[config.mk]
export PLATFORM = sky130hd
export DESIGN_NAME = osn_ctrl
export DESIGN_NICKNAME = d
export VERILOG_FILES = /design/src/rtl/core/osn_pkg.sv /design/src/rtl/core/osn_ctrl.sv
export SDC_FILE = /design/constraint.sdc
export NUM_CORES = 1
export LEC_CHECK = 0
export BUFFER_PORTS_ARGS = -buffer_cell sky130_fd_sc_hd__clkbuf_2
export CAP_MARGIN = 40
export CORE_MARGIN = 3
export CORE_UTILIZATION = 33
export CTS_CLUSTER_SIZE = 8
export DETAILED_ROUTE_END_ITERATION = 16
export HOLD_SLACK_MARGIN = 0.02
export PLACE_DENSITY = 0.54
export SLEW_MARGIN = 20
export SYNTH_ARGS = -nofsm -noshare
export SYNTH_HDL_FRONTEND = slang
export SYNTH_SLANG_ARGS = --single-unit
[constraint.sdc]
create_clock -name i_clk -period 5.1 [get_ports i_clk]
set_input_delay 0.255 -clock i_clk [delete_from_list [all_inputs] [get_ports i_clk]]
set_output_delay 0.255 -clock i_clk [all_outputs]
set_load 0.02 [all_outputs]
[src/rtl/core/osn_pkg.sv]
// Shared types, constants and gradient table for the 2D OpenSimplex noise block.
package osn_pkg;

    // Permutation table geometry
    localparam int PERM_ENTRIES = 256;
    localparam int PERM_AW      = $clog2(PERM_ENTRIES);

    // Linear congruential generator, 32-bit truncated constants
    localparam logic [31:0] LCG_MUL   = 32'h4C957F2D;
    localparam logic [31:0] LCG_ADD   = 32'hF767814F;
    localparam logic [31:0] SHUF_BIAS = 32'd31;
    localparam int          DIV_STEPS  = 32;
    localparam int          WARM_STEPS = 3;

    // Shared multiplier operand width and product width
    localparam int MUL_W  = 34;
    localparam int PROD_W = 2 * MUL_W;

    // Fixed-point constants (Q28 deltas, Q30 stretch factor)
    localparam logic signed [MUL_W-1:0] STRETCH_Q30 = -34'sd226908347;
    localparam logic signed [MUL_W-1:0] SQUISH_MUL  = 34'sd98254196;
    localparam logic signed [31:0]      ONE_Q       = 32'sd268435456;
    localparam logic signed [31:0]      TWO_Q       = 32'sd536870912;
    localparam logic signed [31:0]      SQUISH_Q28  = 32'sd98254196;
    localparam logic signed [31:0]      SQUISH2_Q28 = 32'sd196508392;
    localparam logic signed [MUL_W-1:0] ATTN_BASE   = 34'sd536870912;

    // ceil(2^32 / 47): exact floor division for dividends below 2^21
    localparam logic [MUL_W-1:0] NORM_RECIP = 34'd91382283;
    localparam int               CLAMP_W    = 21;

    // Datapath operations
    typedef enum logic [4:0] {
        DP_NOP,
        DP_SEED,
        DP_INIT,
        DP_LCG_MUL,
        DP_LCG_ADD,
        DP_DIV_LOAD,
        DP_DIV_STEP,
        DP_SH_READ,
        DP_SH_WRITE,
        DP_E_LOAD,
        DP_E_MOFF,
        DP_E_SKEW,
        DP_E_INSUM,
        DP_E_MSQ,
        DP_E_VSET,
        DP_V_MDX,
        DP_V_ADX,
        DP_V_MDY,
        DP_V_ADY,
        DP_V_MA,
        DP_V_SQ,
        DP_V_MC,
        DP_V_ACC,
        DP_F_CLAMP,
        DP_F_MUL,
        DP_F_OUT
    } t_dp_op;

    // Controller to datapath command
    typedef struct packed {
        t_dp_op             op;
        logic [PERM_AW-1:0] slot;
        logic [1:0]         vtx;
    } t_dp_cmd;

    // Datapath to controller status
    typedef struct packed {
        logic a_pos;
    } t_dp_stat;

    // Finished transaction notice from controller to top level
    typedef struct packed {
        logic valid;
        logic was_build;
    } t_done;

    // Gradient x component for a gradient code (perm value bits 3:1)
    function automatic logic signed [3:0] grad_x(input logic [2:0] g);
        logic signed [3:0] v;
        case (g)
            3'd0:    v = 4'sd5;
            3'd1:    v = 4'sd2;
            3'd2:    v = -4'sd5;
            3'd3:    v = -4'sd2;
            3'd4:    v = 4'sd5;
            3'd5:    v = 4'sd2;
            3'd6:    v = -4'sd5;
            default: v = -4'sd2;
        endcase
        return v;
    endfunction

    // Gradient y component for a gradient code
    function automatic logic signed [3:0] grad_y(input logic [2:0] g);
        logic signed [3:0] v;
        case (g)
            3'd0:    v = 4'sd2;
            3'd1:    v = 4'sd5;
            3'd2:    v = 4'sd2;
            3'd3:    v = 4'sd5;
            3'd4:    v = -4'sd2;
            3'd5:    v = -4'sd5;
            3'd6:    v = -4'sd2;
            default: v = -4'sd5;
        endcase
        return v;
    endfunction

endpackage

[src/rtl/core/osn_ctrl.sv]
// Controller: sequences permutation builds and noise evaluations.
module osn_ctrl
    import osn_pkg::*;
(
    input  logic      i_clk,
    input  logic      i_rst_n,
    input  logic      i_start,
    input  logic      i_command,
    input  logic      i_out_free,
    input  t_dp_stat  i_stat,
    output t_dp_cmd   o_cmd,
    output t_done     o_done,
    output logic      o_idle
);

    typedef enum logic [28:0] {
        S_IDLE    = 29'h1 << 0,
        S_B_INIT  = 29'h1 << 1,
        S_B_WMUL  = 29'h1 << 2,
        S_B_WADD  = 29'h1 << 3,
        S_B_MUL   = 29'h1 << 4,
        S_B_ADD   = 29'h1 << 5,
        S_B_DLOAD = 29'h1 << 6,
        S_B_DSTEP = 29'h1 << 7,
        S_B_RD    = 29'h1 << 8,
        S_B_WR    = 29'h1 << 9,
        S_E_MOFF  = 29'h1 << 10,
        S_E_SKEW  = 29'h1 << 11,
        S_E_INSUM = 29'h1 << 12,
        S_E_MSQ   = 29'h1 << 13,
        S_E_VSET  = 29'h1 << 14,
        S_V_MDX   = 29'h1 << 15,
        S_V_ADX   = 29'h1 << 16,
        S_V_MDY   = 29'h1 << 17,
        S_V_ADY   = 29'h1 << 18,
        S_V_MA1   = 29'h1 << 19,
        S_V_SQ1   = 29'h1 << 20,
        S_V_MA2   = 29'h1 << 21,
        S_V_SQ2   = 29'h1 << 22,
        S_V_MC    = 29'h1 << 23,
        S_V_ACC   = 29'h1 << 24,
        S_F_CLAMP = 29'h1 << 25,
        S_F_MUL   = 29'h1 << 26,
        S_F_OUT   = 29'h1 << 27,
        S_DONE    = 29'h1 << 28
    } t_state;

    localparam logic [PERM_AW-1:0] SLOT_LAST = PERM_AW'(PERM_ENTRIES - 1);
    localparam logic [4:0]         DIV_LAST  = 5'(DIV_STEPS - 1);
    localparam logic [4:0]         WARM_LAST = 5'(WARM_STEPS - 1);

    t_state             r_state, n_state;
    logic [PERM_AW-1:0] r_slot, n_slot;
    logic [4:0]         r_step, n_step;
    logic               r_build, n_build;

    // Next state and command decode
    always_comb begin
        n_state     = r_state;
        n_slot      = r_slot;
        n_step      = r_step;
        n_build     = r_build;
        o_cmd.op    = DP_NOP;
        o_cmd.slot  = r_slot;
        o_cmd.vtx   = r_step[1:0];
        o_done      = '0;
        unique case (r_state)
            S_IDLE: begin
                if (i_start) begin
                    n_slot  = '0;
                    n_step  = '0;
                    n_build = !i_command;
                    if (i_command) begin
                        o_cmd.op = DP_E_LOAD;
                        n_state  = S_E_MOFF;
                    end else begin
                        o_cmd.op = DP_SEED;
                        n_state  = S_B_INIT;
                    end
                end
            end
            S_B_INIT: begin
                o_cmd.op = DP_INIT;
                n_slot   = r_slot + 8'd1;
                if (r_slot == SLOT_LAST) begin
                    n_state = S_B_WMUL;
                end
            end
            S_B_WMUL: begin
                o_cmd.op = DP_LCG_MUL;
                n_state  = S_B_WADD;
            end
            S_B_WADD: begin
                o_cmd.op = DP_LCG_ADD;
                n_step   = r_step + 5'd1;
                if (r_step == WARM_LAST) begin
                    n_slot  = SLOT_LAST;
                    n_state = S_B_MUL;
                end else begin
                    n_state = S_B_WMUL;
                end
            end
            S_B_MUL: begin
                o_cmd.op = DP_LCG_MUL;
                n_state  = S_B_ADD;
            end
            S_B_ADD: begin
                o_cmd.op = DP_LCG_ADD;
                n_state  = S_B_DLOAD;
            end
            S_B_DLOAD: begin
                o_cmd.op = DP_DIV_LOAD;
                n_step   = '0;
                n_state  = S_B_DSTEP;
            end
            S_B_DSTEP: begin
                o_cmd.op = DP_DIV_STEP;
                n_step   = r_step + 5'd1;
                if (r_step == DIV_LAST) begin
                    n_state = S_B_RD;
                end
            end
            S_B_RD: begin
                o_cmd.op = DP_SH_READ;
                n_state  = S_B_WR;
            end
            S_B_WR: begin
                o_cmd.op = DP_SH_WRITE;
                if (r_slot == '0) begin
                    n_state = S_DONE;
                end else begin
                    n_slot  = r_slot - 8'd1;
                    n_state = S_B_MUL;
                end
            end
            S_E_MOFF: begin
                o_cmd.op = DP_E_MOFF;
                n_state  = S_E_SKEW;
            end
            S_E_SKEW: begin
                o_cmd.op = DP_E_SKEW;
                n_state  = S_E_INSUM;
            end
            S_E_INSUM: begin
                o_cmd.op = DP_E_INSUM;
                n_state  = S_E_MSQ;
            end
            S_E_MSQ: begin
                o_cmd.op = DP_E_MSQ;
                n_state  = S_E_VSET;
            end
            S_E_VSET: begin
                o_cmd.op = DP_E_VSET;
                n_step   = '0;
                n_state  = S_V_MDX;
            end
            S_V_MDX: begin
                o_cmd.op = DP_V_MDX;
                n_state  = S_V_ADX;
            end
            S_V_ADX: begin
                o_cmd.op = DP_V_ADX;
                n_state  = S_V_MDY;
            end
            S_V_MDY: begin
                o_cmd.op = DP_V_MDY;
                n_state  = S_V_ADY;
            end
            S_V_ADY: begin
                o_cmd.op = DP_V_ADY;
                n_state  = S_V_MA1;
            end
            S_V_MA1: begin
                o_cmd.op = DP_V_MA;
                // drop a vertex outside the falloff radius
                if (i_stat.a_pos) begin
                    n_state = S_V_SQ1;
                end else if (r_step[1:0] == 2'd3) begin
                    n_state = S_F_CLAMP;
                end else begin
                    n_step  = r_step + 5'd1;
                    n_state = S_V_MDX;
                end
            end
            S_V_SQ1: begin
                o_cmd.op = DP_V_SQ;
                n_state  = S_V_MA2;
            end
            S_V_MA2: begin
                o_cmd.op = DP_V_MA;
                n_state  = S_V_SQ2;
            end
            S_V_SQ2: begin
                o_cmd.op = DP_V_SQ;
                n_state  = S_V_MC;
            end
            S_V_MC: begin
                o_cmd.op = DP_V_MC;
                n_state  = S_V_ACC;
            end
            S_V_ACC: begin
                o_cmd.op = DP_V_ACC;
                if (r_step[1:0] == 2'd3) begin
                    n_state = S_F_CLAMP;
                end else begin
                    n_step  = r_step + 5'd1;
                    n_state = S_V_MDX;
                end
            end
            S_F_CLAMP: begin
                o_cmd.op = DP_F_CLAMP;
                n_state  = S_F_MUL;
            end
            S_F_MUL: begin
                o_cmd.op = DP_F_MUL;
                n_state  = S_F_OUT;
            end
            S_F_OUT: begin
                o_cmd.op = DP_F_OUT;
                n_state  = S_DONE;
            end
            S_DONE: begin
                // hold until the output register can take the result
                if (i_out_free) begin
                    o_done.valid     = 1'b1;
                    o_done.was_build = r_build;
                    n_state          = S_IDLE;
                end
            end
            default: n_state = S_IDLE;
        endcase
    end

    // State registers
    always_ff @(posedge i_clk) begin
        if (!i_rst_n) begin
            r_state <= S_IDLE;
            r_slot  <= '0;
            r_step  <= '0;
            r_build <= 1'b0;
        end else begin
            r_state <= n_state;
            r_slot  <= n_slot;
            r_step  <= n_step;
            r_build <= n_build;
        end
    end

    assign o_idle = (r_state == S_IDLE);

endmodule

==> impl_metrics.csv <==
group,metric,value,unit
routing,drc,0,
job,cap_violations,0,
finish,final_net_count,400,
worst_setup_path,path_class,"register to register",
clocking,htree_num_levels,2,
synth,yosys-top-cells-area,"dfxtp_1 (28%), nor2_1 (5.3%), nand2_1 (4.0%), ha_1 (3.7%), nor4_4 (3.5%)",
clocking,cts.hold.buffers_added,0,
worst_setup_path,path_buf_inv,1,
clocking,cts_tree,"yes",
synth,async_reset_ff_frac,0,
routing,vias,2917,
synth,synth_nets,386,
worst_setup_path,critPathRequiredTime,5.36,ns
grt,grt_max_degree,25,
grt,grt.overflow.total,0,
grt,grt_pass1_wl,14000,um
sta,slew_viol_final,0,
synth,synth_common_cells,"dfxtp_1 (43), nor2_1 (43), nand2_1 (32)",
sta,rsz0062_at_grt,"no",
worst_setup_path,cp_slowest_cell,"nor4_4",
outcome,status,"finished, final reports clean",
synth,synth_top_family_by_area,"simple AND/OR/NAND/NOR gates",
worst_setup_path,arrival,4.43,ns
pwr,leakage,0.00142,uW
finish,layout-drive-gt1-share,0.148,
clocking,clk-insertion-delay-late,0.31,ns
routing,drtIter0Drc,222,
min_path,hold_class,"primary input to register",
sta,skew,0.0137,ns
finish,fillers,936,
worst_setup_path,cp_max_fo,10,
worst_setup_path,end_kind,"register",
synth,yosys.area_share.simple,0.429,
synth,synth_area,3040,um^2
worst_setup_path,path_cells,"nor4_4 > nand3_1 > nor4_2 > nand3_1 > inv_1 > ha_1 > a21oi_1 > nor2b_1 > o31a_1 > o41ai_1 > xnor2_1 > mux2i_1 > o221a_1",
finish,area_delta_synth_final,10.0,%
synth,synth_area_leader_cell,"dfxtp_1",
routing,wl_per_cell,17.5,um
routing,drt-pass1-iter-count,6,
synth,ys_ff_latch,43,
synth,yosysWarningCount,0,
synth,yosys-mux-area-fraction,0.00329,
synth,netlist.area_leader.share,0.283,
worst_setup_path,cp_slowest_stage_delay,0.59,ns
min_path,hold_depth,3,
synth,yosys.area_share.adder,0.0436,
sta,hold_viol,0,
sta,worst_slew_pin_slew,0.873,ns
finish,seq_area,861,um^2
clocking,post-cts-setup-buffers,0,
floorplan,ios,24,
synth,ys.flop_type,"dfxtp_1",
sta,fin_ws,0.930,ns
worst_setup_path,worstRegToRegCells,13,
sta,finalSetupTns,0,ns
grt,grt_pass1_vias,2649,
finish,multi_input_area,2040,um^2
sta,fmax,240,MHz
place,post-place-ws,1.00,ns
sta,timing.final.crit_share,0.818,
pwr,power_density,312,nW/um^2
synth,synth_seq_area_share,0.283,
synth,avgSynthCellArea,8.21,um^2
place,dp_hpwl,6460,um
clocking,root_buffer,"clkbuf_8",
routing,routed_wl,8610,um
synth,synth_edf_count,0,
finish,diodes,0,
routing,ant_nets,0,
floorplan,die_h,102,um
worst_setup_path,cp.depth,13,
finish,layoutNonFillerInstCount,493,
synth,synth_compound_area_frac,0.152,
place,dp.cells,485,
floorplan,num_rows,34,
sta,hold_ws,0.204,ns
synth,synth_xor_area_frac,0.0403,
clocking,cts_buffer_depth,2,
floorplan,core-area,8850,um^2
place,globalplace.congestion,0.912,
worst_setup_path,crit_path_frequent_cell,"nand3_1",
floorplan,die-area,10400,um^2
clocking,cts_buffers,5,
floorplan,die_w,102,um
grt,track_usage,0.171,
sta,final-setup-viol-count,0,
synth,ys_types,67,
grt,antenna_found_initial,0,
synth,synth_cells,370,
pwr,total_power,1040,uW
clocking,clkSlewWorstSetupHoldPaths,0.09,ns
pwr,irDropWorstVdd,0.000139,V
place,port_buffers,23,
clocking,cts_resized,0,
worst_setup_path,critPathLaunchType,"register",
sta,relSlewSlack,0.403,
worst_setup_path,crit_family,"simple AND/OR/NAND/NOR gates",
sta,min_period,4.17,ns
clocking,clock_sinks,43,
floorplan,start_util,0.343,
routing,viasPerCell,5.92,
## flip-flops by register name, indices dropped and copies added, names as in the netlist
signal	count
r_build	1
r_slot	8
r_state	29
r_step	5
## layout make-up
class                   instances  share of cell area
repair buffers                 27              0.0423
well taps                     108              0.0404
flip-flops and latches         43               0.257
multi-input cells             297               0.609
inverters                      10              0.0112
clock inverters                 2              0.0180
clock buffers                   6              0.0217
## worst min-delay path: stages
cell and delay, ns:
clkbuf_2 0.10, nand2_1 0.07, nor3_1 0.04
## placed cells by master (no fill, tap or decap), types with 3 or more instances in the layout
| cell type | count |
|---|---|
| and3_1 | 6 |
| buf_4 | 3 |
| nor4b_1 | 8 |
| or2_2 | 4 |
| nor4_2 | 5 |
| xor2_1 | 7 |
| nand4b_1 | 4 |
| nand2_1 | 32 |
| inv_1 | 10 |
| clkbuf_8 | 5 |
| and4_1 | 3 |
| nor3b_1 | 3 |
| nand3_1 | 7 |
| ha_1 | 9 |
| nor4_1 | 12 |
| or3_1 | 8 |
| clkbuf_2 | 23 |
| a311oi_1 | 4 |
| xnor2_1 | 7 |
| or4_1 | 8 |
| a21o_1 | 3 |
| a21oi_1 | 18 |
| nor2_1 | 43 |
| nand4_1 | 13 |
| dfxtp_1 | 43 |
| nand2b_1 | 10 |
| o21ai_0 | 9 |
| and2_1 | 3 |
| nor4_4 | 5 |
| nor2b_1 | 4 |
| nor3_1 | 17 |
## layer usage
layer  global-route usage  up-vias  wire length, um
li1                     -     1416                -
met1                0.246     1381             4100
met2                0.255      103             3770
met3               0.0348       17              522
met4               0.0565        0              209
met5                    0        -                0
## power by group
group          internal, uW  switching [uW]
clock                   196             130
sequential              358            32.4
combinational           110             217
total                   664             379
## per-stage QoR
step | utilization | area [um^2]
2_1_floorplan | - | 3040
3_3_place_gp | 0.363 | 3210
3_5_place_dp | 0.363 | 3210
4_1_cts | 0.378 | 3340
5_1_grt | 0.378 | 3340
6_report | 0.378 | 3340
## path summary, 6_finish.rpt
path | startpoint | end | slack (ns)
max reg2reg | r_state[13]$_SDFFE_PN0P_ | r_slot[7]$_SDFFE_PN0P_ | 0.93
min | i_command | r_state[10]$_SDFFE_PN0P_ | 0.20
max | r_state[13]$_SDFFE_PN0P_ | r_slot[7]$_SDFFE_PN0P_ | 0.93
min reg2reg | r_step[4]$_SDFFE_PN0P_ | r_step[4]$_SDFFE_PN0P_ | 0.49
## cell families (layout without fill, tap and decap cells)
group | Yosys count | in the layout
xor+xnor | 14 | 14
buf+inv | 30 | 45
simple gates | 208 | 208
fa+ha+maj | 10 | 10
compound gates | 64 | 64
mux | 1 | 1
flops | 43 | 43
No activity file was read; power rests on OpenSTA's default activity.
